$ cat src/design/mfe_pkg.sv
//==============================================================================
// mfe_pkg
// Shared types and constants for the max flow engine: datapath operation
// codes, status bundle and field widths.
//==============================================================================
`default_nettype none

package mfe_pkg;

    localparam int unsigned CAP_W       = 31;
    localparam int unsigned NODE_W      = 8;
    localparam int unsigned FUNC_W      = 2;
    localparam int unsigned IN_TDATA_W  = 48;
    localparam int unsigned OUT_TDATA_W = 32;
    localparam logic [CAP_W-1:0] CAP_MAX = {CAP_W{1'b1}};

    typedef enum logic [FUNC_W-1:0] {
        FUNC_CLEAR   = 2'd0,
        FUNC_ADD     = 2'd1,
        FUNC_COMPUTE = 2'd2,
        FUNC_NOP     = 2'd3
    } func_t;

    // one datapath operation per cycle
    typedef enum logic [3:0] {
        OP_NOP,
        OP_CLR,
        OP_ADD_RD,
        OP_ADD_WR,
        OP_FLOW_INIT,
        OP_BFS_INIT,
        OP_DEQ_RD,
        OP_DEQ_GET,
        OP_SCAN,
        OP_PAR_RD,
        OP_PAR_GET,
        OP_MIN,
        OP_W2_INIT,
        OP_SUB,
        OP_ADD_REV,
        OP_RESULT
    } op_t;

    typedef struct packed {
        logic clr_last;
        logic add_ok;
        logic cfg_ok;
        logic q_empty;
        logic u_is_dst;
        logic scan_last;
        logic w_is_src;
        logic out_full;
    } status_t;

endpackage

`default_nettype wire

$ cat src/design/mfe_ctrl.sv
//==============================================================================
// mfe_ctrl
// Sequencer: clear sweep, edge add, and the search / augment loop.
//==============================================================================
`default_nettype none

module mfe_ctrl (
    input  wire logic             clk,
    input  wire logic             rst_n,
    input  wire logic             accept,
    input  wire logic [1:0]       func,
    input  wire mfe_pkg::status_t st,
    output logic                  in_ready,
    output mfe_pkg::op_t          op
);
    import mfe_pkg::*;

    typedef enum logic [18:0] {
        S_CLR    = 19'h00001,
        S_IDLE   = 19'h00002,
        S_ADD_RD = 19'h00004,
        S_ADD_WR = 19'h00008,
        S_FINIT  = 19'h00010,
        S_BINIT  = 19'h00020,
        S_DEQ    = 19'h00040,
        S_DGET   = 19'h00080,
        S_SCAN   = 19'h00100,
        S_FLUSH  = 19'h00200,
        S_W1RD   = 19'h00400,
        S_W1GET  = 19'h00800,
        S_W1MIN  = 19'h01000,
        S_W2INIT = 19'h02000,
        S_W2RD   = 19'h04000,
        S_W2GET  = 19'h08000,
        S_W2SUB  = 19'h10000,
        S_W2ADD  = 19'h20000,
        S_RES    = 19'h40000
    } state_t;

    state_t state_reg, state_next;

    always_ff @(posedge clk or negedge rst_n)
    begin
        if (!rst_n)
        begin
            state_reg <= S_CLR;
        end
        else
        begin
            state_reg <= state_next;
        end
    end

    always_comb
    begin
        state_next = state_reg;
        op         = OP_NOP;
        in_ready   = 1'b0;
        unique case (state_reg)
            S_CLR:
            begin
                op = OP_CLR;
                if (st.clr_last)
                    state_next = S_IDLE;
            end
            S_IDLE:
            begin
                in_ready = 1'b1;
                if (accept)
                begin
                    case (func_t'(func))
                        FUNC_CLEAR:   state_next = S_CLR;
                        FUNC_ADD:     state_next = S_ADD_RD;
                        FUNC_COMPUTE: state_next = S_FINIT;
                        default:      state_next = S_IDLE;
                    endcase
                end
            end
            S_ADD_RD:
            begin
                if (st.add_ok)
                begin
                    op         = OP_ADD_RD;
                    state_next = S_ADD_WR;
                end
                else
                    state_next = S_IDLE;
            end
            S_ADD_WR:
            begin
                op         = OP_ADD_WR;
                state_next = S_IDLE;
            end
            S_FINIT:
            begin
                op         = OP_FLOW_INIT;
                state_next = st.cfg_ok ? S_BINIT : S_RES;
            end
            S_BINIT:
            begin
                op         = OP_BFS_INIT;
                state_next = S_DEQ;
            end
            S_DEQ:
            begin
                if (st.q_empty)
                    state_next = S_RES;
                else
                begin
                    op         = OP_DEQ_RD;
                    state_next = S_DGET;
                end
            end
            S_DGET:
            begin
                op         = OP_DEQ_GET;
                state_next = st.u_is_dst ? S_W1RD : S_SCAN;
            end
            S_SCAN:
            begin
                op = OP_SCAN;
                if (st.scan_last)
                    state_next = S_FLUSH;
            end
            S_FLUSH:  state_next = S_DEQ;
            S_W1RD:
            begin
                op         = OP_PAR_RD;
                state_next = S_W1GET;
            end
            S_W1GET:
            begin
                op         = OP_PAR_GET;
                state_next = S_W1MIN;
            end
            S_W1MIN:
            begin
                op         = OP_MIN;
                state_next = st.w_is_src ? S_W2INIT : S_W1RD;
            end
            S_W2INIT:
            begin
                op         = OP_W2_INIT;
                state_next = S_W2RD;
            end
            S_W2RD:
            begin
                op         = OP_PAR_RD;
                state_next = S_W2GET;
            end
            S_W2GET:
            begin
                op         = OP_PAR_GET;
                state_next = S_W2SUB;
            end
            S_W2SUB:
            begin
                op         = OP_SUB;
                state_next = S_W2ADD;
            end
            S_W2ADD:
            begin
                op         = OP_ADD_REV;
                state_next = st.w_is_src ? S_BINIT : S_W2RD;
            end
            S_RES:
            begin
                if (!st.out_full)
                begin
                    op         = OP_RESULT;
                    state_next = S_IDLE;
                end
            end
            default:  state_next = S_IDLE;
        endcase
    end

endmodule

`default_nettype wire

$ cat config.mk
export PLATFORM = sky130hd
export DESIGN_NAME = mfe_ctrl
export DESIGN_NICKNAME = d
export VERILOG_FILES = /design/src/design/mfe_pkg.sv /design/src/design/mfe_ctrl.sv
export SDC_FILE = /design/constraint.sdc
export NUM_CORES = 1
export LEC_CHECK = 0
export ABC_AREA = 1
export BUFFER_PORTS_ARGS = -buffer_cell sky130_fd_sc_hd__buf_2
export CORE_ASPECT_RATIO = 0.8
export CORE_UTILIZATION = 50
export CTS_CLUSTER_SIZE = 20
export DETAILED_ROUTE_END_ITERATION = 6
export PLACE_DENSITY = 0.71
export REMOVE_ABC_BUFFERS = 1
export SLEW_MARGIN = 40
export SYNTH_ARGS = -nofsm -noshare
export SYNTH_HDL_FRONTEND = slang
export SYNTH_SLANG_ARGS = --single-unit
$ cat constraint.sdc
create_clock -name clk -period 1.63 [get_ports clk]
set_input_delay 0.163 -clock clk [delete_from_list [all_inputs] [get_ports clk]]
set_output_delay 0.163 -clock clk [all_outputs]
set_load 0.02 [all_outputs]
==> out/results.ini, run 1 <==
[timing]
fmaxAchievable_mhz=498
min_period_ns=2.01
final_hold_viol_count=0
finClkSkew_ns=0.00714
finalWorstSetupSlack_ns=-0.376
holdWs_ns=0.0456
worst_pin_slew_ns=0.427
setup_viol=7
slew_viol_final=0
post-route-period-util_pct=123
rsz0062_at_grt=true
maxSlewHeadroom_pct=71.6

[status]
status=finished with violations
violations=negative setup slack

[routing]
drt-total-wl_mm=3.93
vias=1421
vias_per_cell=5.36
drt_first_pass_iters=4
drtIter0Drc=84
drt.antenna.violating_nets=0
route.detailed.drc=0
wl_per_cell_um=14.8

[synth]
yosys.area.top_type_share_pct=33.5
ys_async_sr_fraction_pct=100
syn_avg_cell_area_um2=7.42
synthFlopType=dfrtp_1
ys_warn_count=0
synth_seq_area_share_pct=35.5
netlist.top_cell.by_area=dfrtp_1
syn_inst=181
synth_edf_count=0
ys_top_cells_by_area=dfrtp_1 34%, inv_1 9.5%, nand2_1 8.1%
ys_ff_latch=19
synth_cell_types=25
syn_area_um2=1340

[floorplanning]
die_h_um=48.4
core-area_um2=2500
start_util_pct=53.7
ios=18
rows=16
dieWidth_um=60.0
dieArea_um2=2900

[power_and_ir_drop]
p_leak_nw=1.03
cellPowerDensity_nw_per_um2=1020
vdd_drop_max_uv=557

[worst_setup_path]
max_stage_delay_ns=0.43
path_buf_inv=2
cp_top_family=simple AND/OR/NAND/NOR gates
cp_data_arrival_time_ns=1.84
critPathMaxFanout=3
cp_cell_sequence=nor2_2 -> nand2_4 -> nor2_4 -> nand2_2 -> inv_2 -> nand4_1 -> nand2_2 -> nor2_1 -> nand3b_1 -> buf_6
critPathCaptureType=output pin
crit_slowest_cell=dfrtp_1
criticalPathCategory=reg -> out
critPathLaunchType=flip-flop
critPathRequiredTime_ns=1.47
path_common_cell=nand2_2

[clock_network]
cts_sinks=19
numCtsBuffers=3
clk_latency_ns=0.30
htreeDepth=1
path_clk_slew_ns=0.10
cts_tree=yes
cts_root_buffer=clkbuf_4
cts_max_path_buffers=2

[placed_design]
dpl_cell_area_um2=1590
place.gp.congestion=0.972
portBuffers=17
dp_hpwl_mm=2.69

[grt]
grt_pass1_vias=1346
antenna_found_initial=0
grtUsageTotal_pct=27.2
grt_pass1_wl_mm=5.80
grt_max_degree=20
grt-ovfl-total=0

[layout]
n_fill_cell=200
multi_input_area_um2=796
regArea_um2=477
mostFrequentLayoutCells=34 x inv_1, 25 x buf_4, 24 x nand2_1
nets=243
post-route-util_pct=73.1
area_growth_pct=36.0
final_common_cell=inv_1
drive_above_1_share_pct=42.8
fin_area_um2=1830
diodes=0
largest_reg_flops=19

[run]
maxCapViolCount=0

[hold_path]
hp-class=in -> reg

-- cells by family (layout without fill, tap and decap cells) --
logic type,after synthesis,in the layout,share of synthesized area (%)
flops,19,19,35.5
simple gates,116,116,50.0
compound gates,7,7,3.07
buf+inv,39,87,11.5
-- cell type report --
cell class	instances	share of cell area (%)
clock buffers	4	1.44
inverters	38	8.08
multi-input cells	123	43.5
flip-flops and latches	19	26.1
well taps	36	2.46
repair buffers	45	18.4
-- per-layer routing --
layer	vias to the layer above	global-route usage, %	part of all wire [%]
met5	-	0	0
met4	0	10.1	5.7
met3	27	7.49	7.8
met2	86	44.4	47
met1	639	33.7	39
li1	669	-	-
-- stage by stage --
step | setup WS, ns | std cells | total power, mW | TNS (ns)
global route | -0.463 | 265 | 1.97 | -2.45
global placement | -0.0144 | 250 | 1.35 | -0.0144
finish | -0.376 | 265 | 1.87 | -1.87
floorplan | 0.0440 | 180 | 1.15 | 0
detailed placement | -0.0404 | 250 | 1.38 | -0.0591
CTS | -0.311 | 262 | 1.75 | -1.36
-- path summary, 6_finish.rpt --
check	start	end	slack (ns)	cells after the start
worst max-delay path	state_reg[5]	op[0]	-0.38	10
worst min-delay path	st[4]	state_reg[7]	0.05	2
worst max register to register	state_reg[5]	state_reg[1]	-0.16	13
worst min register to register	state_reg[4]	state_reg[6]	0.68	3
max in group asynchronous	rst_n	state_reg[0]	0.98	2
min in group asynchronous	rst_n	state_reg[12]	0.32	2
-- Yosys cell counts (all sizes together) (2+ instances only) --
cell,instances
nand4,8
dfrtp,18
o22ai,2
inv,38
nand2,35
nor3b,2
nand3,19
o21ai,3
nor2,40
nor3,11
-- report_power, final --
part / total, mW / switching [mW] / internal (mW)
clock: 0.239 / 0.144 / 0.0955
sequential: 0.554 / 0.0398 / 0.514
combinational: 1.08 / 0.661 / 0.416
-- repair_timing --
item | CTS | global route
hold endpoints to repair | 18 | 0
gates cloned | 0 | 0
hold buffers | 1 | 0
gates resized for setup | 21 | 15
setup endpoints to repair | 6 | 10
setup buffers | 7 | 4
pin swaps | 12 | 11
Power figures use the tool's default switching activity.
==> run 2, diff against run 1 <==
--- a/config.mk
+++ b/config.mk
@@ -11,9 +11,10 @@
 export CORE_UTILIZATION = 50
 export CTS_CLUSTER_SIZE = 20
 export DETAILED_ROUTE_END_ITERATION = 6
+export HOLD_SLACK_MARGIN = 0.1
 export PLACE_DENSITY = 0.71
 export REMOVE_ABC_BUFFERS = 1
-export SLEW_MARGIN = 40
+export SLEW_MARGIN = 5
 export SYNTH_ARGS = -nofsm -noshare
 export SYNTH_HDL_FRONTEND = slang
 export SYNTH_SLANG_ARGS = --single-unit
==> run 2 against run 1 <==
Compared with the run above: the run still ends with negative setup slack left; routed wire length grew 1.5%; final cell count grew 1.5%; total power is 1.5% higher; critical path depth is 1 lower; non-clock buffer count grew 4; sequential power hardly changed; flip-flop and latch count unchanged; final area up 3.6%.
==> out/results.ini, run 2 (synthesis gave the netlist of run 1 again) <==
[timing]
finalWorstSetupSlack_ns=-0.345  ; +0.0317 ns
fmaxAchievable_mhz=506  ; +1.6%
final_hold_viol_count=0  ; unchanged
min_period_ns=1.97  ; -0.0317 ns
tns_ns=-1.62  ; +0.255 ns
post-route-period-util_pct=121  ; -1.9 points
slew_viol_final=0  ; unchanged
worst_pin_slew_ns=0.425  ; -0.00143 ns
rsz0062_at_grt=true
setup_viol=6  ; -1
holdWs_ns=0.125  ; +0.0798 ns
finClkSkew_ns=0.00116  ; -0.00599 ns
maxSlewHeadroom_pct=71.7  ; +0.096 points

[status]
status=finished with violations
violations=negative setup slack

[routing]
drt-total-wl_mm=3.99  ; +1.5%
drtIter0Drc=81  ; -3.6%
vias=1421  ; unchanged
wl_per_cell_um=14.8  ; about the same
vias_per_cell=5.28  ; -1.5%
drt.antenna.violating_nets=0  ; unchanged
route.detailed.drc=0  ; unchanged
drt_first_pass_iters=4  ; unchanged

[floorplanning]
ios=18  ; unchanged
start_util_pct=53.7  ; unchanged
dieWidth_um=60.0  ; unchanged
dieArea_um2=2900  ; unchanged
die_h_um=48.4  ; unchanged
core-area_um2=2500  ; unchanged
rows=16  ; unchanged

[clock_network]
numCtsBuffers=3  ; unchanged
path_clk_slew_ns=0.10  ; about the same
cts_sinks=19  ; unchanged
clk_latency_ns=0.30  ; about the same
cts_max_path_buffers=2  ; unchanged
cts_root_buffer=clkbuf_4
htreeDepth=1  ; unchanged
cts_tree=yes

[layout]
mostFrequentLayoutCells=34 x inv_1, 25 x buf_4, 24 x nand2_1
fin_area_um2=1890  ; +3.6%
drive_above_1_share_pct=42.9  ; +0.12 points
largest_reg_flops=19  ; unchanged
nets=247  ; +1.6%
area_growth_pct=40.9
diodes=0  ; unchanged
final_common_cell=inv_1

[placed_design]
dpl_cell_area_um2=1590  ; unchanged
portBuffers=17  ; unchanged
place.gp.congestion=0.972  ; unchanged
dp_hpwl_mm=2.69  ; unchanged

[grt]
grtUsageTotal_pct=28.2  ; +1.1 points
antenna_found_initial=0  ; unchanged
grt-ovfl-total=0  ; unchanged
grt_pass1_wl_mm=6.05  ; +4.3%
grt_pass1_vias=1380  ; +2.5%
grt_max_degree=20  ; unchanged

[worst_setup_path]
cp_data_arrival_time_ns=1.81  ; -0.03 ns
critPathMaxFanout=8  ; +5
critPathRequiredTime_ns=1.47  ; about the same
critPathCaptureType=output pin
critPathLaunchType=flip-flop
criticalPathCategory=reg -> out

[run]
maxCapViolCount=0  ; unchanged

[power_and_ir_drop]
vdd_drop_max_uv=534  ; -4.2%
p_leak_nw=1.05  ; +2.0%
cellPowerDensity_nw_per_um2=1000  ; -2.0%
p_total_mw=1.90  ; +1.5%

[hold_path]
hp-class=in -> reg

[run 2: area by class of cell]
type / count / area (um^2)
Clock buffer: 4 / 26.3
Fill cell: 184 / 609
Inverter: 38 / 148
Multi-Input combinational cell: 123 / 817
Sequential cell: 19 / 477
Tap cell: 36 / 45.0
Timing Repair Buffer: 49 / 380
[run 2: path summary, 6_finish.rpt]
path	start	end	slack, ns	depth (start not counted)
min in group asynchronous	rst_n	state_reg[16]	0.32	2
worst min register to register	state_reg[4]	state_reg[6]	0.64	3
worst max-delay path	state_reg[8]	op[2]	-0.34	9
worst min-delay path	func[0]	state_reg[2]	0.13	3
worst max register to register	state_reg[5]	state_reg[1]	-0.12	13
max in group asynchronous	rst_n	state_reg[0]	0.98	2
[run 2: timing repair]
item / 4_1_cts / 5_1_grt
pin swaps: 12 / 8
buffers inserted: 7 / 4
endpoints found under the setup margin: 6 / 10
gates resized for setup: 21 / 20
endpoints found under the hold margin: 22 / 1
hold buffers: 4 / 1
[run 2: metal layers]
| layer | track usage, % | vias up | share of wire (%) |
|---|---|---|---|
| met1 | 34.5 | 666 | 41 |
| met4 | 9.30 | 0 | 3.1 |
| met3 | 7.22 | 17 | 5.3 |
| met5 | 0 | - | 0 |
| li1 | - | 680 | - |
| met2 | 47.6 | 58 | 50 |
[run 2: metrics by stage]
stage,std cells,setup WS [ns],utilization (%)
after global routing,269,-0.455,75.6
after floorplan,180,0.0440,-
after detailed placement,250,-0.0404,63.6
after CTS,265,-0.311,71.6
after global placement,250,-0.0144,63.6
final,269,-0.345,75.6
[run 2: critical path, cell delays in order (launching register included)]
cell and delay [ns]:
dfrtp_1 0.42, nor2_2 0.13, nand2_2 0.09, nor2_4 0.17
buf_8 0.17, nand4_1 0.14, nand2_1 0.11, nor3b_2 0.05
nand4_1 0.09, buf_4 0.15
[run 2: where the power goes]
part | switching [mW] | internal, mW
combinational | 0.676 | 0.430
clock | 0.144 | 0.0954
sequential | 0.0389 | 0.514
total | 0.858 | 1.04
==> run 3, diff against run 2 <==
--- a/config.mk
+++ b/config.mk
@@ -14,6 +14,7 @@
 export HOLD_SLACK_MARGIN = 0.1
 export PLACE_DENSITY = 0.71
 export REMOVE_ABC_BUFFERS = 1
+export SKIP_LAST_GASP = 1
 export SLEW_MARGIN = 5
 export SYNTH_ARGS = -nofsm -noshare
 export SYNTH_HDL_FRONTEND = slang
==> run 3 against run 2 <==
Compared with the run above: the flow still finishes with violations (negative setup slack); critical path type unchanged; clock skew up 0.0029 ns; maximum frequency about the same; count of clock-buffer cells in the layout unchanged; sequential power about the same; combinational power down 6%; critical path depth unchanged; largest cell class unchanged; final cell count down 0.74%; via count down 0.28%; final area down 3.0%; register-to-register slack about the same.
==> out/results.ini, run 3 (synthesis gave the netlist of run 1 again) <==
[worst_setup_path]
r2r_cells=13  ; unchanged
r2r_end=state_reg[1]
reg2reg_setup_slack_ns=-0.13  ; about the same
r2r_start=state_reg[5]
critPathRequiredTime_ns=1.47  ; about the same
critPathMaxFanout=8  ; unchanged
cp_data_arrival_time_ns=1.81  ; about the same
criticalPathCategory=reg -> out
critPathCaptureType=output pin
critPathLaunchType=flip-flop

[grt]
antenna_found_initial=0  ; unchanged
grt_pass1_vias=1380  ; unchanged
grt_pass1_wl_mm=6.05  ; unchanged
grt-ovfl-total=0  ; unchanged
grt_max_degree=20  ; unchanged
grtUsageTotal_pct=28.2  ; unchanged

[routing]
drt-total-wl_mm=3.95  ; -0.95%
vias=1417  ; -0.28%
route.detailed.drc=0  ; unchanged
drtIter0Drc=68  ; -16%
drt_first_pass_iters=4  ; unchanged
wl_per_cell_um=14.8  ; -0.21%
vias_per_cell=5.31  ; +0.47%
drt.antenna.violating_nets=0  ; unchanged

[floorplanning]
ios=18  ; unchanged
start_util_pct=53.7  ; unchanged
dieWidth_um=60.0  ; unchanged
rows=16  ; unchanged
core-area_um2=2500  ; unchanged
dieArea_um2=2900  ; unchanged
die_h_um=48.4  ; unchanged

[timing]
setup_viol=7  ; +1
final_hold_viol_count=0  ; unchanged
finalWorstSetupSlack_ns=-0.346  ; -0.00184 ns
worst_pin_slew_ns=0.426  ; +0.00136 ns
min_period_ns=1.98  ; +0.00184 ns
slew_viol_final=0  ; unchanged
maxSlewHeadroom_pct=71.6  ; -0.090 points
finClkSkew_ns=0.00405  ; +0.00289 ns
post-route-period-util_pct=121  ; about the same
fmaxAchievable_mhz=506  ; about the same
rsz0062_at_grt=true
holdWs_ns=0.103  ; -0.0228 ns

[clock_network]
cts_sinks=19  ; unchanged
path_clk_slew_ns=0.11  ; about the same
cts_tree=yes
htreeDepth=1  ; unchanged
cts_max_path_buffers=2  ; unchanged
clk_latency_ns=0.30  ; about the same
numCtsBuffers=3  ; unchanged
cts_root_buffer=clkbuf_4

[hold_path]
hp-class=in -> reg
min_from=st[7]
worstHoldPathCells=4  ; +1
holdPathEnd=state_reg[0]

[layout]
nets=245  ; -0.81%
largest_reg_flops=19  ; unchanged
drive_above_1_share_pct=40.7  ; -2.2 points
diodes=0  ; unchanged
post-route-util_pct=73.4  ; -2.2 points
final_common_cell=inv_1
area_growth_pct=36.7
mostFrequentLayoutCells=34 x inv_1, 26 x buf_4, 25 x nand2_1
instances_no_fill=267  ; -0.74%

[power_and_ir_drop]
cellPowerDensity_nw_per_um2=999  ; -0.33%
vdd_drop_max_uv=532  ; -0.24%
p_leak_nw=1.04  ; -1.3%

[status]
status=finished with violations
violations=negative setup slack

[run]
maxCapViolCount=0  ; unchanged

[placed_design]
portBuffers=17  ; unchanged
dp_hpwl_mm=2.69  ; unchanged
place.gp.congestion=0.972  ; unchanged
placedCellCount=250  ; unchanged

[run 3: cell count changes in the layout (fill, tap and decap cells not counted), sizes merged]
cell         previous run  this run
dlygate4sd3             5         4
buf                    44        43
[run 3: metrics by stage]
stage	area, um^2	setup TNS, ns	setup WS (ns)	power, mW
3_3_place_gp	1590	-0.0144	-0.0144	1.35
4_1_cts	1790	-1.37	-0.318	1.76
5_1_grt	1840	-2.44	-0.459	1.93
6_report	1840	-1.60	-0.346	1.83
3_5_place_dp	1590	-0.0591	-0.0404	1.38
2_1_floorplan	1330	0	0.0440	1.15
[run 3: report_power, final]
| part | total [mW] | leakage (nW) | switching (mW) | internal, mW |
|---|---|---|---|---|
| Sequential | 0.554 | 0.258 | 0.0400 | 0.514 |
| Clock | 0.241 | 0.0150 | 0.145 | 0.0956 |
| Combinational | 1.04 | 0.763 | 0.636 | 0.404 |
| Total | 1.83 | 1.04 | 0.821 | 1.01 |
[run 3: how the worst max path moves through the flow]
stage	from	end	slack [ns]	depth (start not counted)
floorplan	state_reg[11]	op[0]	0.04	9
global placement	state_reg[0]	state_reg[1]	-0.01	10
detailed placement	state_reg[15]	op[2]	-0.04	9
CTS	state_reg[0]	op[2]	-0.32	8
global route	state_reg[0]	op[2]	-0.46	8
finish	state_reg[13]	op[2]	-0.35	9
[run 3: per-layer routing]
layer | track usage [%] | part of all wire (%) | up-vias | routed length [um]
li1 | - | - | 674 | -
met1 | 34.5 | 39 | 650 | 1550
met2 | 47.6 | 50 | 76 | 1960
met3 | 7.22 | 7.5 | 17 | 296
met4 | 9.30 | 3.4 | 0 | 133
met5 | 0 | 0 | - | 0
[run 3: timing repair]
| item | 4_1_cts | 5_1_grt |
|---|---|---|
| endpoints found under the hold margin | 22 | 0 |
| pin swaps | 11 | 6 |
| hold buffers | 4 | 0 |
| gates resized for setup | 21 | 10 |
| setup endpoints to repair | 6 | 10 |
| setup buffers | 7 | 3 |
[run 3: final cells by class]
cell class	instances	area (um^2)
multi-input combinational	123	788
fill	200	666
sequential	19	477
timing repair buffer	47	355
inverter	38	145
tap	36	45.0
clock buffer	4	26.3
[run 3: worst max-delay path, cell delays in order, from the launching register on]
cell and delay, ns:
dfrtp_1 0.40, nor2_2 0.16, nand2_2 0.10, nor2_4 0.14, buf_8 0.16, nand3_1 0.14
nand2_1 0.12, inv_1 0.05, nand4_1 0.10, buf_4 0.15
